<file path="src/tsp_pkg.sv">
// Shared types, codes, defaults and the helper function of the tone sequence player.
`default_nettype none

package tsp_pkg;

   // Default sizes of the stores and of the command walk.
   localparam int DEF_SEQ_DEPTH     = 256;
   localparam int DEF_VOICE_ENTRIES = 32;
   localparam int DEF_MAX_COMMANDS  = 8;

   // Input function codes.
   localparam logic [1:0] FUNC_TICK  = 2'd0;
   localparam logic [1:0] FUNC_STEP  = 2'd1;
   localparam logic [1:0] FUNC_WRITE = 2'd2;

   // Table select codes.
   localparam logic [2:0] SEL_SEQ   = 3'd0;
   localparam logic [2:0] SEL_DUR   = 3'd1;
   localparam logic [2:0] SEL_FREQ1 = 3'd2;
   localparam logic [2:0] SEL_FREQ2 = 3'd3;
   localparam logic [2:0] SEL_FREQ3 = 3'd4;
   localparam logic [2:0] SEL_FREQ4 = 3'd5;
   localparam logic [2:0] SEL_CTL   = 3'd6;

   // Number of per-voice tables (four frequency tables and the control table).
   localparam int VOICE_TABLES = 5;
   localparam logic [2:0] VTAB_FREQ1 = 3'd0;
   localparam logic [2:0] VTAB_FREQ2 = 3'd1;
   localparam logic [2:0] VTAB_FREQ3 = 3'd2;
   localparam logic [2:0] VTAB_FREQ4 = 3'd3;
   localparam logic [2:0] VTAB_CTL   = 3'd4;

   // Classified operation codes passed from the front to the back.
   localparam logic [2:0] OP_TICK     = 3'd0;
   localparam logic [2:0] OP_STEP     = 3'd1;
   localparam logic [2:0] OP_WR_SEQ   = 3'd2;
   localparam logic [2:0] OP_WR_DUR   = 3'd3;
   localparam logic [2:0] OP_WR_VOICE = 3'd4;

   // Sound chip register offsets.
   localparam logic [2:0] REG_FREQ1 = 3'd0;
   localparam logic [2:0] REG_AMP1  = 3'd1;
   localparam logic [2:0] REG_FREQ2 = 3'd2;
   localparam logic [2:0] REG_AMP2  = 3'd3;
   localparam logic [2:0] REG_FREQ3 = 3'd4;
   localparam logic [2:0] REG_AMP3  = 3'd5;
   localparam logic [2:0] REG_FREQ4 = 3'd6;
   localparam logic [2:0] REG_CTL4  = 3'd7;

   // Amplitude constants.
   localparam logic [7:0] AMP_BASE  = 8'hA0;
   localparam logic [7:0] AMP_MAX   = 8'hA3;
   localparam logic [7:0] AMP_BOOST = 8'd2;
   localparam logic [6:0] AMP_HALF_LIMIT = 7'd3;

   typedef struct packed {
      logic [2:0] kind;
      logic [2:0] vsel;
      logic [7:0] addr;
      logic [7:0] data;
   } tsp_op_type;

   // Remainder of a byte by a constant modulus of at least 8, taken by
   // restoring shift-and-subtract over five steps.
   function automatic logic [7:0] mod_small(input logic [7:0] value,
                                            input logic [8:0] modulus);
      logic [12:0] rem;
      logic [12:0] sub;
      rem = {5'd0, value};
      for (int k = 4; k >= 0; k--) begin
         sub = {4'd0, modulus} << k;
         if (rem >= sub) begin
            rem = rem - sub;
         end
      end
      return rem[7:0];
   endfunction

endpackage

`default_nettype wire

</file>
<file path="src/tsp_if.sv">
// Valid/ready channel interfaces for request and response words.
`default_nettype none

interface tsp_req_if;
   logic       valid;
   logic       ready;
   logic [1:0] func;
   logic [2:0] table_select;
   logic [7:0] table_index;
   logic [7:0] table_data;

   modport source (output valid, output func, output table_select,
                   output table_index, output table_data, input ready);
   modport sink   (input valid, input func, input table_select,
                   input table_index, input table_data, output ready);
endinterface

interface tsp_rsp_if;
   logic       valid;
   logic       ready;
   logic [2:0] reg_offset;
   logic [7:0] reg_data;
   logic       last;

   modport source (output valid, output reg_offset, output reg_data,
                   output last, input ready);
   modport sink   (input valid, input reg_offset, input reg_data,
                   input last, output ready);
endinterface

`default_nettype wire

</file>
<file path="src/tsp_front.sv">
// Front stage: accepts request words, classifies them and drops ignored ones.
`default_nettype none

module tsp_front #(
   parameter int SEQ_DEPTH     = tsp_pkg::DEF_SEQ_DEPTH,
   parameter int VOICE_ENTRIES = tsp_pkg::DEF_VOICE_ENTRIES
) (
   input  wire logic         clock,
   input  wire logic         reset,
   tsp_req_if.sink           req_bus,
   output logic              push_valid,
   input  wire logic         push_ready,
   output tsp_pkg::tsp_op_type push_op
);

   logic                front_v_ff, front_v_in;
   tsp_pkg::tsp_op_type front_op_ff, front_op_in;
   tsp_pkg::tsp_op_type cls_op;
   logic                cls_keep;
   logic                accept;
   logic                idx_in_range;

   assign req_bus.ready = !front_v_ff || push_ready;
   assign accept        = req_bus.valid && req_bus.ready;
   assign idx_in_range  = ({1'b0, req_bus.table_index} < 9'(VOICE_ENTRIES));

   always_comb begin
      cls_keep      = 1'b0;
      cls_op.kind   = tsp_pkg::OP_TICK;
      cls_op.vsel   = 3'(req_bus.table_select - tsp_pkg::SEL_FREQ1);
      cls_op.addr   = req_bus.table_index;
      cls_op.data   = req_bus.table_data;
      case (req_bus.func)
         tsp_pkg::FUNC_TICK: begin
            cls_keep    = 1'b1;
            cls_op.kind = tsp_pkg::OP_TICK;
         end
         tsp_pkg::FUNC_STEP: begin
            cls_keep    = 1'b1;
            cls_op.kind = tsp_pkg::OP_STEP;
         end
         tsp_pkg::FUNC_WRITE: begin
            case (req_bus.table_select)
               tsp_pkg::SEL_SEQ: begin
                  cls_keep    = 1'b1;
                  cls_op.kind = tsp_pkg::OP_WR_SEQ;
                  cls_op.addr = tsp_pkg::mod_small(req_bus.table_index, 9'(SEQ_DEPTH));
               end
               tsp_pkg::SEL_DUR: begin
                  cls_keep    = idx_in_range;
                  cls_op.kind = tsp_pkg::OP_WR_DUR;
               end
               tsp_pkg::SEL_FREQ1, tsp_pkg::SEL_FREQ2, tsp_pkg::SEL_FREQ3,
               tsp_pkg::SEL_FREQ4, tsp_pkg::SEL_CTL: begin
                  cls_keep    = idx_in_range;
                  cls_op.kind = tsp_pkg::OP_WR_VOICE;
               end
               default: begin
                  cls_keep = 1'b0;
               end
            endcase
         end
         default: begin
            cls_keep = 1'b0;
         end
      endcase
   end

   always_comb begin
      front_v_in  = front_v_ff && !push_ready;
      front_op_in = front_op_ff;
      if (accept) begin
         front_v_in  = cls_keep;
         front_op_in = cls_op;
      end
   end

   always_ff @(posedge clock) begin
      if (reset) begin
         front_v_ff <= 1'b0;
      end else begin
         front_v_ff <= front_v_in;
      end
      front_op_ff <= front_op_in;
   end

   assign push_valid = front_v_ff;
   assign push_op    = front_op_ff;

endmodule

`default_nettype wire

</file>
<file path="src/tsp_queue.sv">
// Two-entry queue of classified operations between the front and the back.
`default_nettype none

module tsp_queue (
   input  wire logic         clock,
   input  wire logic         reset,
   input  wire logic         push_valid,
   output logic              push_ready,
   input  tsp_pkg::tsp_op_type push_op,
   output logic              pop_valid,
   input  wire logic         pop_ready,
   output tsp_pkg::tsp_op_type pop_op
);

   tsp_pkg::tsp_op_type slot_ff [2];
   logic       wr_ptr_ff, wr_ptr_in;
   logic       rd_ptr_ff, rd_ptr_in;
   logic [1:0] count_ff, count_in;
   logic       do_push, do_pop;

   assign push_ready = (count_ff != 2'd2);
   assign pop_valid  = (count_ff != 2'd0);
   assign pop_op     = slot_ff[rd_ptr_ff];
   assign do_push    = push_valid && push_ready;
   assign do_pop     = pop_valid && pop_ready;

   always_comb begin
      wr_ptr_in = do_push ? !wr_ptr_ff : wr_ptr_ff;
      rd_ptr_in = do_pop ? !rd_ptr_ff : rd_ptr_ff;
      count_in  = count_ff;
      if (do_push && !do_pop) begin
         count_in = count_ff + 2'd1;
      end else if (do_pop && !do_push) begin
         count_in = count_ff - 2'd1;
      end
   end

   always_ff @(posedge clock) begin
      if (reset) begin
         wr_ptr_ff <= 1'b0;
         rd_ptr_ff <= 1'b0;
         count_ff  <= 2'd0;
      end else begin
         wr_ptr_ff <= wr_ptr_in;
         rd_ptr_ff <= rd_ptr_in;
         count_ff  <= count_in;
      end
      if (do_push) begin
         slot_ff[wr_ptr_ff] <= push_op;
      end
   end

endmodule

`default_nettype wire

</file>
<file path="src/tsp_back.sv">
// Back stage: table stores, sequence walker, tick amplitude writer and output register.
`default_nettype none

module tsp_back #(
   parameter int SEQ_DEPTH     = tsp_pkg::DEF_SEQ_DEPTH,
   parameter int VOICE_ENTRIES = tsp_pkg::DEF_VOICE_ENTRIES,
   parameter int MAX_COMMANDS  = tsp_pkg::DEF_MAX_COMMANDS
) (
   input  wire logic         clock,
   input  wire logic         reset,
   input  wire logic         op_valid,
   output logic              op_ready,
   input  tsp_pkg::tsp_op_type op,
   tsp_rsp_if.source         rsp_bus
);

   localparam int SEQ_AW   = $clog2(SEQ_DEPTH);
   localparam int VOICE_AW = $clog2(VOICE_ENTRIES);
   localparam int CMD_W    = $clog2(MAX_COMMANDS + 1);
   localparam logic [SEQ_AW-1:0] SEQ_LAST = SEQ_AW'(SEQ_DEPTH - 1);
   localparam logic [CMD_W-1:0]  CMD_LAST = CMD_W'(MAX_COMMANDS - 1);

   localparam logic [3:0] ST_IDLE = 4'd0;
   localparam logic [3:0] ST_BYTE = 4'd1;
   localparam logic [3:0] ST_V0   = 4'd2;
   localparam logic [3:0] ST_V1   = 4'd3;
   localparam logic [3:0] ST_V2   = 4'd4;
   localparam logic [3:0] ST_V3   = 4'd5;
   localparam logic [3:0] ST_V4   = 4'd6;
   localparam logic [3:0] ST_END  = 4'd7;
   localparam logic [3:0] ST_AMP0 = 4'd8;
   localparam logic [3:0] ST_AMP1 = 4'd9;
   localparam logic [3:0] ST_AMP2 = 4'd10;
   localparam logic [3:0] ST_AMP3 = 4'd11;
   localparam logic [3:0] ST_FIN  = 4'd12;

   // Stores.
   logic [7:0] seq_mem   [SEQ_DEPTH];
   logic [7:0] dur_mem   [VOICE_ENTRIES];
   logic [7:0] voice_mem [tsp_pkg::VOICE_TABLES][VOICE_ENTRIES];
   logic [7:0] seq_q;
   logic [7:0] dur_q;
   logic [7:0] voice_q   [tsp_pkg::VOICE_TABLES];

   logic [3:0]          state_ff, state_in;
   logic [SEQ_AW-1:0]   ptr_ff, ptr_in, ptr_next;
   logic [7:0]          dur_ff, dur_in, dec;
   logic [2:0]          gate_ff, gate_in;
   logic [6:0]          note_ff, note_in;
   logic [CMD_W-1:0]    cmd_ff, cmd_in;
   logic                reread_ff, reread_in;
   logic                tick_ff, tick_in;
   logic [VOICE_AW-1:0] v_ff, v_in, v_calc, dur_addr;
   logic [7:0]          v_mod, dur_mod;

   logic       pend_v_ff, pend_v_in;
   logic [2:0] pend_off_ff, pend_off_in;
   logic [7:0] pend_data_ff, pend_data_in;
   logic       rsp_valid_ff, rsp_valid_in;
   logic [2:0] rsp_off_ff, rsp_off_in;
   logic [7:0] rsp_data_ff, rsp_data_in;
   logic       rsp_last_ff, rsp_last_in;

   logic       prod, fin, can_go, out_free, take_op;
   logic [2:0] prod_off;
   logic [7:0] prod_data;
   logic [6:0] half;
   logic [7:0] amp;

   assign take_op  = (state_ff == ST_IDLE) && op_valid;
   assign ptr_next = (ptr_ff == SEQ_LAST) ? '0 : ptr_ff + 1'b1;
   assign dec      = dur_ff - 8'd1;
   assign v_mod    = tsp_pkg::mod_small({3'b000, seq_q[4:0]}, 9'(VOICE_ENTRIES));
   assign v_calc   = v_mod[VOICE_AW-1:0];
   assign v_in     = (state_ff == ST_BYTE) ? v_calc : v_ff;
   assign dur_mod  = tsp_pkg::mod_small({3'b000, note_in[4:0]}, 9'(VOICE_ENTRIES));
   assign dur_addr = dur_mod[VOICE_AW-1:0];
   assign half     = dur_ff[7:1];
   assign amp      = (half < tsp_pkg::AMP_HALF_LIMIT) ? tsp_pkg::AMP_BASE + 8'(half)
                                                      : tsp_pkg::AMP_MAX;
   assign out_free = !rsp_valid_ff || rsp_bus.ready;
   assign can_go   = !pend_v_ff || out_free;

   // Table writes happen only while idle; reads are registered every cycle.
   // The sequence store is read at the next pointer value so that its output
   // always shows the entry under the pointer register.
   always_ff @(posedge clock) begin
      if (take_op && op.kind == tsp_pkg::OP_WR_SEQ) begin
         seq_mem[op.addr[SEQ_AW-1:0]] <= op.data;
      end
      if (take_op && op.kind == tsp_pkg::OP_WR_DUR) begin
         dur_mem[op.addr[VOICE_AW-1:0]] <= op.data;
      end
      if (take_op && op.kind == tsp_pkg::OP_WR_VOICE) begin
         voice_mem[op.vsel][op.addr[VOICE_AW-1:0]] <= op.data;
      end
      seq_q <= seq_mem[ptr_in];
      dur_q <= dur_mem[dur_addr];
      for (int k = 0; k < tsp_pkg::VOICE_TABLES; k++) begin
         voice_q[k] <= voice_mem[k][v_in];
      end
   end

   always_comb begin
      state_in  = state_ff;
      ptr_in    = ptr_ff;
      dur_in    = dur_ff;
      gate_in   = gate_ff;
      note_in   = note_ff;
      cmd_in    = cmd_ff;
      reread_in = reread_ff;
      tick_in   = tick_ff;
      op_ready  = 1'b0;
      prod      = 1'b0;
      fin       = 1'b0;
      prod_off  = tsp_pkg::REG_FREQ1;
      prod_data = 8'd0;
      case (state_ff)
         ST_IDLE: begin
            op_ready  = 1'b1;
            cmd_in    = '0;
            reread_in = 1'b0;
            if (op_valid) begin
               case (op.kind)
                  tsp_pkg::OP_TICK: begin
                     dur_in = dec;
                     if (dec[7]) begin
                        tick_in  = 1'b1;
                        ptr_in   = ptr_next;
                        state_in = ST_BYTE;
                     end else begin
                        state_in = ST_AMP0;
                     end
                  end
                  tsp_pkg::OP_STEP: begin
                     tick_in  = 1'b0;
                     ptr_in   = ptr_next;
                     state_in = ST_BYTE;
                  end
                  default: begin
                     state_in = ST_IDLE;
                  end
               endcase
            end
         end
         ST_BYTE: begin
            if (seq_q == 8'd0 && !reread_ff) begin
               // End of sequence marker: go back to the first entry.
               reread_in = 1'b1;
               ptr_in    = '0;
            end else if (!seq_q[7]) begin
               note_in  = seq_q[6:0];
               state_in = ST_END;
            end else begin
               state_in = ST_V0;
            end
         end
         ST_V0: begin
            prod      = 1'b1;
            prod_off  = tsp_pkg::REG_FREQ1;
            prod_data = voice_q[tsp_pkg::VTAB_FREQ1];
            if (can_go) state_in = ST_V1;
         end
         ST_V1: begin
            prod      = 1'b1;
            prod_off  = tsp_pkg::REG_FREQ2;
            prod_data = voice_q[tsp_pkg::VTAB_FREQ2];
            if (can_go) state_in = ST_V2;
         end
         ST_V2: begin
            prod      = 1'b1;
            prod_off  = tsp_pkg::REG_FREQ3;
            prod_data = voice_q[tsp_pkg::VTAB_FREQ3];
            if (can_go) state_in = ST_V3;
         end
         ST_V3: begin
            prod      = 1'b1;
            prod_off  = tsp_pkg::REG_FREQ4;
            prod_data = voice_q[tsp_pkg::VTAB_FREQ4];
            if (can_go) state_in = ST_V4;
         end
         ST_V4: begin
            prod      = 1'b1;
            prod_off  = tsp_pkg::REG_CTL4;
            prod_data = voice_q[tsp_pkg::VTAB_CTL];
            if (can_go) begin
               cmd_in = cmd_ff + 1'b1;
               if (voice_q[tsp_pkg::VTAB_CTL] == 8'd0 || cmd_ff == CMD_LAST) begin
                  // Silent control or command cap reached: finish as a rest.
                  note_in  = '0;
                  state_in = ST_END;
               end else begin
                  reread_in = 1'b0;
                  ptr_in    = ptr_next;
                  state_in  = ST_BYTE;
               end
            end
         end
         ST_END: begin
            dur_in   = dur_q;
            gate_in  = note_ff[6:4];
            state_in = tick_ff ? ST_AMP0 : ST_FIN;
         end
         ST_AMP0: begin
            prod      = 1'b1;
            prod_off  = tsp_pkg::REG_AMP1;
            prod_data = (gate_ff == 3'd0) ? 8'd0 : amp;
            if (can_go) state_in = ST_AMP1;
         end
         ST_AMP1: begin
            prod      = 1'b1;
            prod_off  = tsp_pkg::REG_AMP2;
            prod_data = (gate_ff == 3'd0) ? 8'd0 : amp;
            if (can_go) state_in = ST_AMP2;
         end
         ST_AMP2: begin
            prod      = 1'b1;
            prod_off  = tsp_pkg::REG_AMP3;
            prod_data = (gate_ff == 3'd0) ? 8'd0 : amp;
            if (can_go) state_in = (gate_ff == 3'd0) ? ST_FIN : ST_AMP3;
         end
         ST_AMP3: begin
            prod      = 1'b1;
            prod_off  = 3'(gate_ff - 3'd1);
            prod_data = amp + tsp_pkg::AMP_BOOST;
            if (can_go) state_in = ST_FIN;
         end
         ST_FIN: begin
            fin = 1'b1;
            if (can_go) state_in = ST_IDLE;
         end
         default: begin
            state_in = ST_IDLE;
         end
      endcase
   end

   // A produced word waits in the pending register until the next one shows
   // up or the item ends, so that the last flag is known when it moves on.
   always_comb begin
      pend_v_in    = pend_v_ff;
      pend_off_in  = pend_off_ff;
      pend_data_in = pend_data_ff;
      rsp_valid_in = rsp_valid_ff && !rsp_bus.ready;
      rsp_off_in   = rsp_off_ff;
      rsp_data_in  = rsp_data_ff;
      rsp_last_in  = rsp_last_ff;
      if (can_go && (prod || fin)) begin
         if (pend_v_ff) begin
            rsp_valid_in = 1'b1;
            rsp_off_in   = pend_off_ff;
            rsp_data_in  = pend_data_ff;
            rsp_last_in  = fin;
         end
         pend_v_in    = prod;
         pend_off_in  = prod_off;
         pend_data_in = prod_data;
      end
   end

   always_ff @(posedge clock) begin
      if (reset) begin
         state_ff     <= ST_IDLE;
         ptr_ff       <= '0;
         dur_ff       <= 8'd0;
         gate_ff      <= 3'd0;
         note_ff      <= '0;
         cmd_ff       <= '0;
         reread_ff    <= 1'b0;
         tick_ff      <= 1'b0;
         v_ff         <= '0;
         pend_v_ff    <= 1'b0;
         rsp_valid_ff <= 1'b0;
      end else begin
         state_ff     <= state_in;
         ptr_ff       <= ptr_in;
         dur_ff       <= dur_in;
         gate_ff      <= gate_in;
         note_ff      <= note_in;
         cmd_ff       <= cmd_in;
         reread_ff    <= reread_in;
         tick_ff      <= tick_in;
         v_ff         <= v_in;
         pend_v_ff    <= pend_v_in;
         rsp_valid_ff <= rsp_valid_in;
      end
      pend_off_ff  <= pend_off_in;
      pend_data_ff <= pend_data_in;
      rsp_off_ff   <= rsp_off_in;
      rsp_data_ff  <= rsp_data_in;
      rsp_last_ff  <= rsp_last_in;
   end

   assign rsp_bus.valid      = rsp_valid_ff;
   assign rsp_bus.reg_offset = rsp_off_ff;
   assign rsp_bus.reg_data   = rsp_data_ff;
   assign rsp_bus.last       = rsp_last_ff;

endmodule

`default_nettype wire

</file>
<file path="src/tone_sequence_player_core.sv">
// Top level of the tone sequence player: front classifier, queue and back sequencer.
//
//   channel   direction   handshake            word contents
//   req_bus   in          valid/ready          func, table_select, table_index, table_data
//   rsp_bus   out         valid/ready          reg_offset, reg_data, last
//
// A table write word is done in the back as it leaves the queue; the back stays idle.
// A tick without a sequence step emits three or four amplitude words and then
// closes the item; every command in a step walk adds one sequence store read
// and five voice register words, and the walk ends by loading the duration of
// its note or rest. The sequence store is read once per walked byte, and the
// output register takes one word per cycle while rsp_bus is ready.
// Reset is synchronous; it clears the duration counter, gate, sequence
// pointer and all handshake state, while the table stores keep their data.
// The front keeps taking words into the queue, until it is full, while the back
// works or the response side stalls; a stall on rsp_bus holds the back in place.
`default_nettype none

module tone_sequence_player_core #(
   parameter int SEQ_DEPTH     = tsp_pkg::DEF_SEQ_DEPTH,
   parameter int VOICE_ENTRIES = tsp_pkg::DEF_VOICE_ENTRIES,
   parameter int MAX_COMMANDS  = tsp_pkg::DEF_MAX_COMMANDS
) (
   input  wire logic clock,
   input  wire logic reset,
   tsp_req_if.sink   req_bus,
   tsp_rsp_if.source rsp_bus
);

   // Front to queue.
   logic                q_push_valid;
   logic                q_push_ready;
   tsp_pkg::tsp_op_type q_push_op;

   // Queue to back.
   logic                q_pop_valid;
   logic                q_pop_ready;
   tsp_pkg::tsp_op_type q_pop_op;

   tsp_front #(
      .SEQ_DEPTH     (SEQ_DEPTH),
      .VOICE_ENTRIES (VOICE_ENTRIES)
   ) u_front (
      .clock      (clock),
      .reset      (reset),
      .req_bus    (req_bus),
      .push_valid (q_push_valid),
      .push_ready (q_push_ready),
      .push_op    (q_push_op)
   );

   tsp_queue u_queue (
      .clock      (clock),
      .reset      (reset),
      .push_valid (q_push_valid),
      .push_ready (q_push_ready),
      .push_op    (q_push_op),
      .pop_valid  (q_pop_valid),
      .pop_ready  (q_pop_ready),
      .pop_op     (q_pop_op)
   );

   // The back owns every store, so table writes stay in order with the
   // reads of the steps around them.
   tsp_back #(
      .SEQ_DEPTH     (SEQ_DEPTH),
      .VOICE_ENTRIES (VOICE_ENTRIES),
      .MAX_COMMANDS  (MAX_COMMANDS)
   ) u_back (
      .clock    (clock),
      .reset    (reset),
      .op_valid (q_pop_valid),
      .op_ready (q_pop_ready),
      .op       (q_pop_op),
      .rsp_bus  (rsp_bus)
   );

endmodule

`default_nettype wire

</file>
<file path="src/flat_wrapper.sv">
// flat-port wrapper written by rule: the top's interface ports become plain ports
module tone_sequence_player_core_flat 
#(
   parameter int SEQ_DEPTH     = tsp_pkg::DEF_SEQ_DEPTH,
   parameter int VOICE_ENTRIES = tsp_pkg::DEF_VOICE_ENTRIES,
   parameter int MAX_COMMANDS  = tsp_pkg::DEF_MAX_COMMANDS
)
  (clock, reset, req_bus_valid, req_bus_func, req_bus_table_select, req_bus_table_index, req_bus_table_data, req_bus_ready, rsp_bus_valid, rsp_bus_reg_offset, rsp_bus_reg_data, rsp_bus_last, rsp_bus_ready);
  tsp_req_if req_bus_i ();
  tsp_rsp_if rsp_bus_i ();
  input  wire logic clock;
  input  wire logic reset;
  input wire logic [$bits(req_bus_i.valid)-1:0] req_bus_valid;
  input wire logic [$bits(req_bus_i.func)-1:0] req_bus_func;
  input wire logic [$bits(req_bus_i.table_select)-1:0] req_bus_table_select;
  input wire logic [$bits(req_bus_i.table_index)-1:0] req_bus_table_index;
  input wire logic [$bits(req_bus_i.table_data)-1:0] req_bus_table_data;
  output wire logic [$bits(req_bus_i.ready)-1:0] req_bus_ready;
  output wire logic [$bits(rsp_bus_i.valid)-1:0] rsp_bus_valid;
  output wire logic [$bits(rsp_bus_i.reg_offset)-1:0] rsp_bus_reg_offset;
  output wire logic [$bits(rsp_bus_i.reg_data)-1:0] rsp_bus_reg_data;
  output wire logic [$bits(rsp_bus_i.last)-1:0] rsp_bus_last;
  input wire logic [$bits(rsp_bus_i.ready)-1:0] rsp_bus_ready;
  assign req_bus_i.valid = req_bus_valid;
  assign req_bus_i.func = req_bus_func;
  assign req_bus_i.table_select = req_bus_table_select;
  assign req_bus_i.table_index = req_bus_table_index;
  assign req_bus_i.table_data = req_bus_table_data;
  assign req_bus_ready = req_bus_i.ready;
  assign rsp_bus_valid = rsp_bus_i.valid;
  assign rsp_bus_reg_offset = rsp_bus_i.reg_offset;
  assign rsp_bus_reg_data = rsp_bus_i.reg_data;
  assign rsp_bus_last = rsp_bus_i.last;
  assign rsp_bus_i.ready = rsp_bus_ready;
  tone_sequence_player_core #(.SEQ_DEPTH(SEQ_DEPTH), .VOICE_ENTRIES(VOICE_ENTRIES), .MAX_COMMANDS(MAX_COMMANDS)) u_core (.clock(clock), .reset(reset), .req_bus(req_bus_i), .rsp_bus(rsp_bus_i));
endmodule
</file>
<file path="config.mk">
export PLATFORM = sky130hd
export DESIGN_NAME = tone_sequence_player_core_flat
export DESIGN_NICKNAME = d
export VERILOG_FILES = /design/src/tsp_pkg.sv /design/src/tsp_if.sv /design/src/tsp_front.sv /design/src/tsp_queue.sv /design/src/tsp_back.sv /design/src/tone_sequence_player_core.sv /design/src/flat_wrapper.sv
export SDC_FILE = /design/constraint.sdc
export NUM_CORES = 2
export LEC_CHECK = 0
export BUFFER_PORTS_ARGS = -buffer_cell sky130_fd_sc_hd__buf_4
export CAP_MARGIN = 20
export CORE_ASPECT_RATIO = 1.1
export CORE_MARGIN = 5
export CORE_UTILIZATION = 57
export DETAILED_ROUTE_END_ITERATION = 10
export PLACE_DENSITY = 0.75
export SETUP_SLACK_MARGIN = 0.05
export SLEW_MARGIN = 10
export SYNTH_ARGS = -nofsm -noshare
export SYNTH_HDL_FRONTEND = slang
export SYNTH_SLANG_ARGS = --single-unit
</file>
<file path="constraint.sdc">
create_clock -name clock -period 5.15 [get_ports clock]
set_clock_uncertainty 0.15 [all_clocks]
set_input_delay 0.7725 -clock clock [delete_from_list [all_inputs] [get_ports clock]]
set_output_delay 0.7725 -clock clock [all_outputs]
set_load 0.01 [all_outputs]
</file>
### Yosys cells after proc, flatten, opt, wreduce, memory -nomap -nowiden

Memory sizes are Yosys's and may differ from the RTL's. A register that Yosys moved wholly into a read port is not among the register bits.
Index checks and enable logic that the tools add are counted.

| operators by class | value |
|---|---|
| mux-type cells | 87 |
| divide/modulo/power cells | 0 |
| shifts and indexed selects | 0 |
| $add $sub $neg | 9 |
| reduce and logical (&&, ||, !) cells | 55 |
| bitwise gates (word level) | 2 |
| $mul | 0 |
| magnitude comparators | 5 |
| equality and inequality tests | 45 |

Operators with widths:

| operator | number |
|---|---|
| 2-to-1 mux 256 bit | 1 |
| binary-select mux 8 bit (select 5 bit) | 5 |
| 2-to-1 mux 8 bit | 21 |
| 2-to-1 mux 4 bit | 14 |
| case mux 8 bit (7 select lines) | 1 |
| case mux 4 bit (13 select lines) | 1 |
| demux 8 bit (select 5 bit) | 1 |
| inequality test 2 bit, second input constant | 17 |
| case mux 8 bit (2 select lines) | 2 |
| 2-to-1 mux 7 bit | 4 |
| case mux 3 bit (8 select lines) | 1 |
| case mux 8 bit (3 select lines) | 1 |
| equality test 4 x 3 -> 1 bit, second input constant | 5 |
| equality test 4 bit, second input constant | 5 |
| 2-to-1 mux 1 bit | 19 |
| logical NOT 8 bit | 2 |
| case mux 4 bit (2 select lines) | 2 |
| logical AND 1 bit | 14 |
| case mux 7 bit (2 select lines) | 1 |
| equality test 3 x 2 -> 1 bit, second input constant | 4 |
| equality test 3 bit, second input constant | 4 |
| >= comparator 6 bit, second input constant | 2 |
| 2-to-1 mux 3 bit | 4 |
| inverter 5 -> 6 bit | 2 |
| other kinds (42) | 70 |

| storage, ports and cells | value |
|---|---|
| memory bits (writable) | 3,668 |
| logic and storage cells | 233 |
| bits in read-only memories | 0 |
| register bits after elaboration | 93 |
| input bits | 25 |
| memories kept | 5 |
| output and inout port bits | 14 |
| bits in latches | 0 |

Memories:

| name | depth | width | read ports | clocked after Yosys merged registers in | wr ports | line | text |
|---|---|---|---|---|---|---|---|
| u_core.u_back.seq_mem | 256 | 8 | 1 | 1 | 1 | tsp_back.sv:38 | `logic [7:0] seq_mem [SEQ_DEPTH];` |
| u_core.u_back.voice_mem | 5 | 256 | 5 | 0 | 1 | tsp_back.sv:40 | `logic [7:0] voice_mem [tsp_pkg::VOICE_TABLES][VOICE_ENTRIES];` |
| u_core.u_back.dur_mem | 32 | 8 | 1 | 1 | 1 | tsp_back.sv:39 | `logic [7:0] dur_mem [VOICE_ENTRIES];` |
| u_core.u_queue.slot_ff | 2 | 22 | 1 | 1 | 1 | tsp_queue.sv:15 | `tsp_pkg::tsp_op_type slot_ff [2];` |
| u_core.u_back.voice_q | 5 | 8 | 5 | 0 | 5 | tsp_back.sv:43 | `logic [7:0] voice_q [tsp_pkg::VOICE_TABLES];` |

### Logic depth before layout (Yosys ltp)

| depth | value |
|---|---|
| depth after elaboration | 6 |
| gate-level depth with buffers | 19 |
| mapped depth without buffers | 12 |

### Modules after synthesis

Synthesis repeated with hierarchy kept, for this count alone.

| second synthesis, totals | value |
|---|---|
| cells, all modules | 9,571 |
| area, all modules | 149,203.1 um2 |

Modules (own cells, without submodules):

| module | area an instance (um2) | cells each | seq. area each (um2) | times used |
|---|---|---|---|---|
| tsp_back | 146,544.3 | 9,434 | 110,295.8 | 1 |
| tsp_queue | 1,801.7 | 92 | 1,421.4 | 1 |
| tsp_front | 857.1 | 45 | 680.7 | 1 |

### Worst setup path after synthesis

No wires, ideal clock.

| timing | value |
|---|---|
| path kind | register to register |
| start | reg (tool-made name) |
| end | mem u_core.u_back.dur_mem[0][0] (data pin) |
| arrival time | 4.281 ns |
| buffers on the path | 3 |
| period minus slack after synthesis | 5.254 ns |
| data required time | 4.178 ns |
| path slack | -0.104 ns |
| cell stages (with the launch flop) | 5 |
| library setup time | 0.822 ns |
| path through | dfxtp_1 -> buf_2 -> buf_1 -> buf_1 -> mux2_2 |

RTL lines:

| item | line |
|---|---|
| end: declaration | tsp_back.sv:39 |

==> impl_metrics.ini <==
[clock_network]
clock_latency_ns = 0.89
clk_pin_slew_ns = 0.07
cts_buffer_depth = 4
root_buffer = clkbuf_16
cts_tree = done
htree_levels = 5
cts_num_sinks = 3778
numCtsBuffers = 352

[routing]
drt-pass1-iter-count = 6
wire_per_inst_um = 30.68
first_iter_violations = 13350
vias_per_cell = 6.702
antenna_left = 0
wirelength_um = 398600
vias = 87070
drc = 0

[cells_and_area]
final_layout_size_suffix_gt1_share_pct = 18.41
multiInputGateArea_um2 = 34440
seq_area_um2 = 112400
stdcell_count = 12990
area_delta_synth_final_pct = 13.15
nNetsFinal = 9272
mostFrequentLayoutCell = edfxtp_1
final_cell_mix = 3673 x edfxtp_1, 1140 x nand2_1, 554 x nor2_1
fillers = 16770

[setup_path]
critical_path.top_delay_family = compound AO/OA/AOI/OAI gates
startpoint_type = flip-flop
cp_common_cell = buf_12
max_stage_delay_ns = 0.65
cp_slowest_cell = a2111oi_1
crit_type = flip-flop to flip-flop
path_cells = mux2_2 > a41oi_2 > a21o_1 > a21boi_4 > nor2_8 > buf_12 > buf_12 > mux4_2 > a31o_1 > a2111oi_1 > buf_4 > nor3_1 > or4_1
cp.required_ns = 5.76
end_kind = flip-flop
arrival_ns = 5.70
crit_buf_inv = 3
critPathMaxFanout = 18
ff2ff_setup_slack_ns = 0.06

[timing]
final-hold-violation-count = 0
tightest_slew_ns = 1.106
grt_setup_unrepaired = true
slew_headroom_pct = 26.29
setup_viol_count_final = 0
fin_crit_sh_pct = 98.87
drv_slew = 0
min_period_ns = 5.092
max_freq_ghz = 0.1964

[die]
die_area_um2 = 271700
core.rowCount = 196
start_util_pct = 57.37
die_w_um = 497.5
dieHeight_um = 546.2
design.core.area_um2 = 259700
ios = 39

[grt]
grt_max_degree = 143
grt-ovfl-total = 0
antenna_found_initial = 18
grt_pass1_vias = 85890
grt_first_pass_wirelength_um = 579000
grtUsageTotal_pct = 28.67

[worst_hold_path]
min-delay-start = rsp_bus_ready
hold_class = input port to flip-flop

[yosys]
yosysWarnings = 0
synth_edf_count = 3673
synth_area_um2 = 149000
synth-seq-cells = 3778
synth-main-ff-cell = edfxtp_1
synthCells = 8857
synth.distinct_cells = 92
syn-num-nets = 8895
yosysSeqAreaShare_pct = 75.44
async_reset_ff_share_pct = 0
syn_area_per_cell_um2 = 16.82

[placement]
io_buffers = 38
hpwl_um = 238800
dp.cells = 12320
gp_congestion = 0.9168

[power_and_ir_drop]
cellLeakagePower_uw = 0.05633
powerDensity_nw_per_um2 = 477.3
vdd_drop_max_mv = 0.5671
total_power_uw = 80460

[run]
drv_cap = 0

[status]
run_status = finished clean
==> stage by stage <==
stage	hold WS [ns]	util, %	area, um2	setup TNS, ns	setup slack (ns)
6_report	0.08590	64.91	168600	0	0.05811
4_1_cts	0.03100	64.87	168500	0	0.08938
2_1_floorplan	0.2503	-	149000	-371.25	-0.1036
5_1_grt	0.1012	64.90	168600	0	0.02628
3_3_place_gp	0.2744	60.46	157000	-0.9829	-0.2641
3_5_place_dp	0.2658	60.46	157000	-1.050	-0.3182
==> logic make-up after synthesis <==
| family | synth area share [%] |
|---|---|
| muxes | 10.15 |
| xor gates and xnor gates | 0.05879 |
| adders and majority gates | 0.1092 |
| buffers and inverters | 1.831 |
| AOI/OAI and AO/OA | 5.448 |
| other | 0.002517 |
| DFF | 75.44 |
| and+or+nand+nor | 6.968 |
==> state kept, by name, summed over array words and instances, names as in the netlist, 4 cells and up, named ones only <==
signal,flops
u_core.u_queue.slot_ff,44
u_core.u_back.cmd_ff,4
u_core.u_back.ptr_ff,8
u_core.u_back.voice_mem,1280
u_core.u_back.voice_q,40
u_core.u_back.dur_mem,256
u_core.u_back.seq_q,8
u_core.u_back.pend_data_ff,8
u_core.u_back.dur_ff,8
u_core.u_back.v_ff,5
u_core.u_back.state_ff,4
u_core.u_back.seq_mem,2048
u_core.u_back.dur_q,8
u_core.u_back.note_ff,7
u_core.u_back.rsp_bus.reg_data,8
u_core.u_front.push_op,22
==> layer usage <==
metal | vias to the layer above | routed length (um) | global-route usage [%]
li1 | 35700 | - | -
met1 | 43900 | 142000 | 39.09
met2 | 6354 | 186100 | 44.44
met3 | 1105 | 50990 | 7.512
met4 | 6 | 19450 | 12.18
met5 | - | 39 | 0
==> final cells by class <==
type / count / share of cell area, %
Antenna cell: 12 / 0.01781
Clock buffer: 443 / 5.594
Clock inverter: 192 / 1.091
Inverter: 56 / 0.1247
Multi-Input combinational cell: 4440 / 20.43
Sequential cell: 3778 / 66.67
Tap cell: 3465 / 2.572
Timing Repair Buffer: 606 / 3.498
==> worst paths after layout <==
kind,to,cells past startpoint
setup / recovery,u_core.u_back.seq_q[2],13
setup reg to reg,u_core.u_back.seq_q[2],13
hold / removal,u_core.u_back.rsp_bus.valid,4
hold reg to reg,u_core.u_back.rsp_bus.reg_data[2],0
==> synth_stat cells (22+ instances only) <==
cell      instances  area share [%]
a211oi_1        190            0.96
a21oi_1         218            0.73
a22oi_1          22            0.11
a31oi_1         100            0.42
a32oi_1          87            0.51
and3_1           91            0.38
buf_1            73            0.18
buf_2           110            0.37
buf_4            31            0.16
clkbuf_1        359            0.90
dfxtp_1         105             1.4
edfxtp_1       3673              74
inv_1            54            0.14
mux2_2           36            0.27
mux2i_1         330             2.2
mux4_2          505             7.6
nand2_1        1144             2.9
nand3_1         424             1.4
nand4_1          24            0.10
nor2_1          558             1.4
nor3_1           47            0.16
nor3b_1          26            0.13
o21ai_0         126            0.42
o221a_2          34            0.26
o221ai_1         60            0.35
==> report_power, final <==
group | total (uW) | internal (uW) | switching (uW)
sequential | 36400 | 36000 | 421
clock | 25700 | 14600 | 11200
combinational | 18300 | 6500 | 11800
total | 80500 | 57100 | 23400
==> repair_timing <==
action | CTS | global route
setup buffers | 0 | 0
setup endpoints to repair | 3 | 5
endpoints found under the hold margin | 18 | 0
resized for setup | 4 | 6
hold buffers | 18 | 0
==> worst register-to-register path: cells and delay by family (launching register included) <==
| kind | cells | cell delay, ns |
|---|---|---|
| compound gates | 5 | 1.93 |
| buf+inv | 3 | 0.68 |
| flops | 1 | 0.39 |
| mux | 2 | 1.00 |
| simple gates | 3 | 0.84 |
Power figures use the tool's default switching activity.
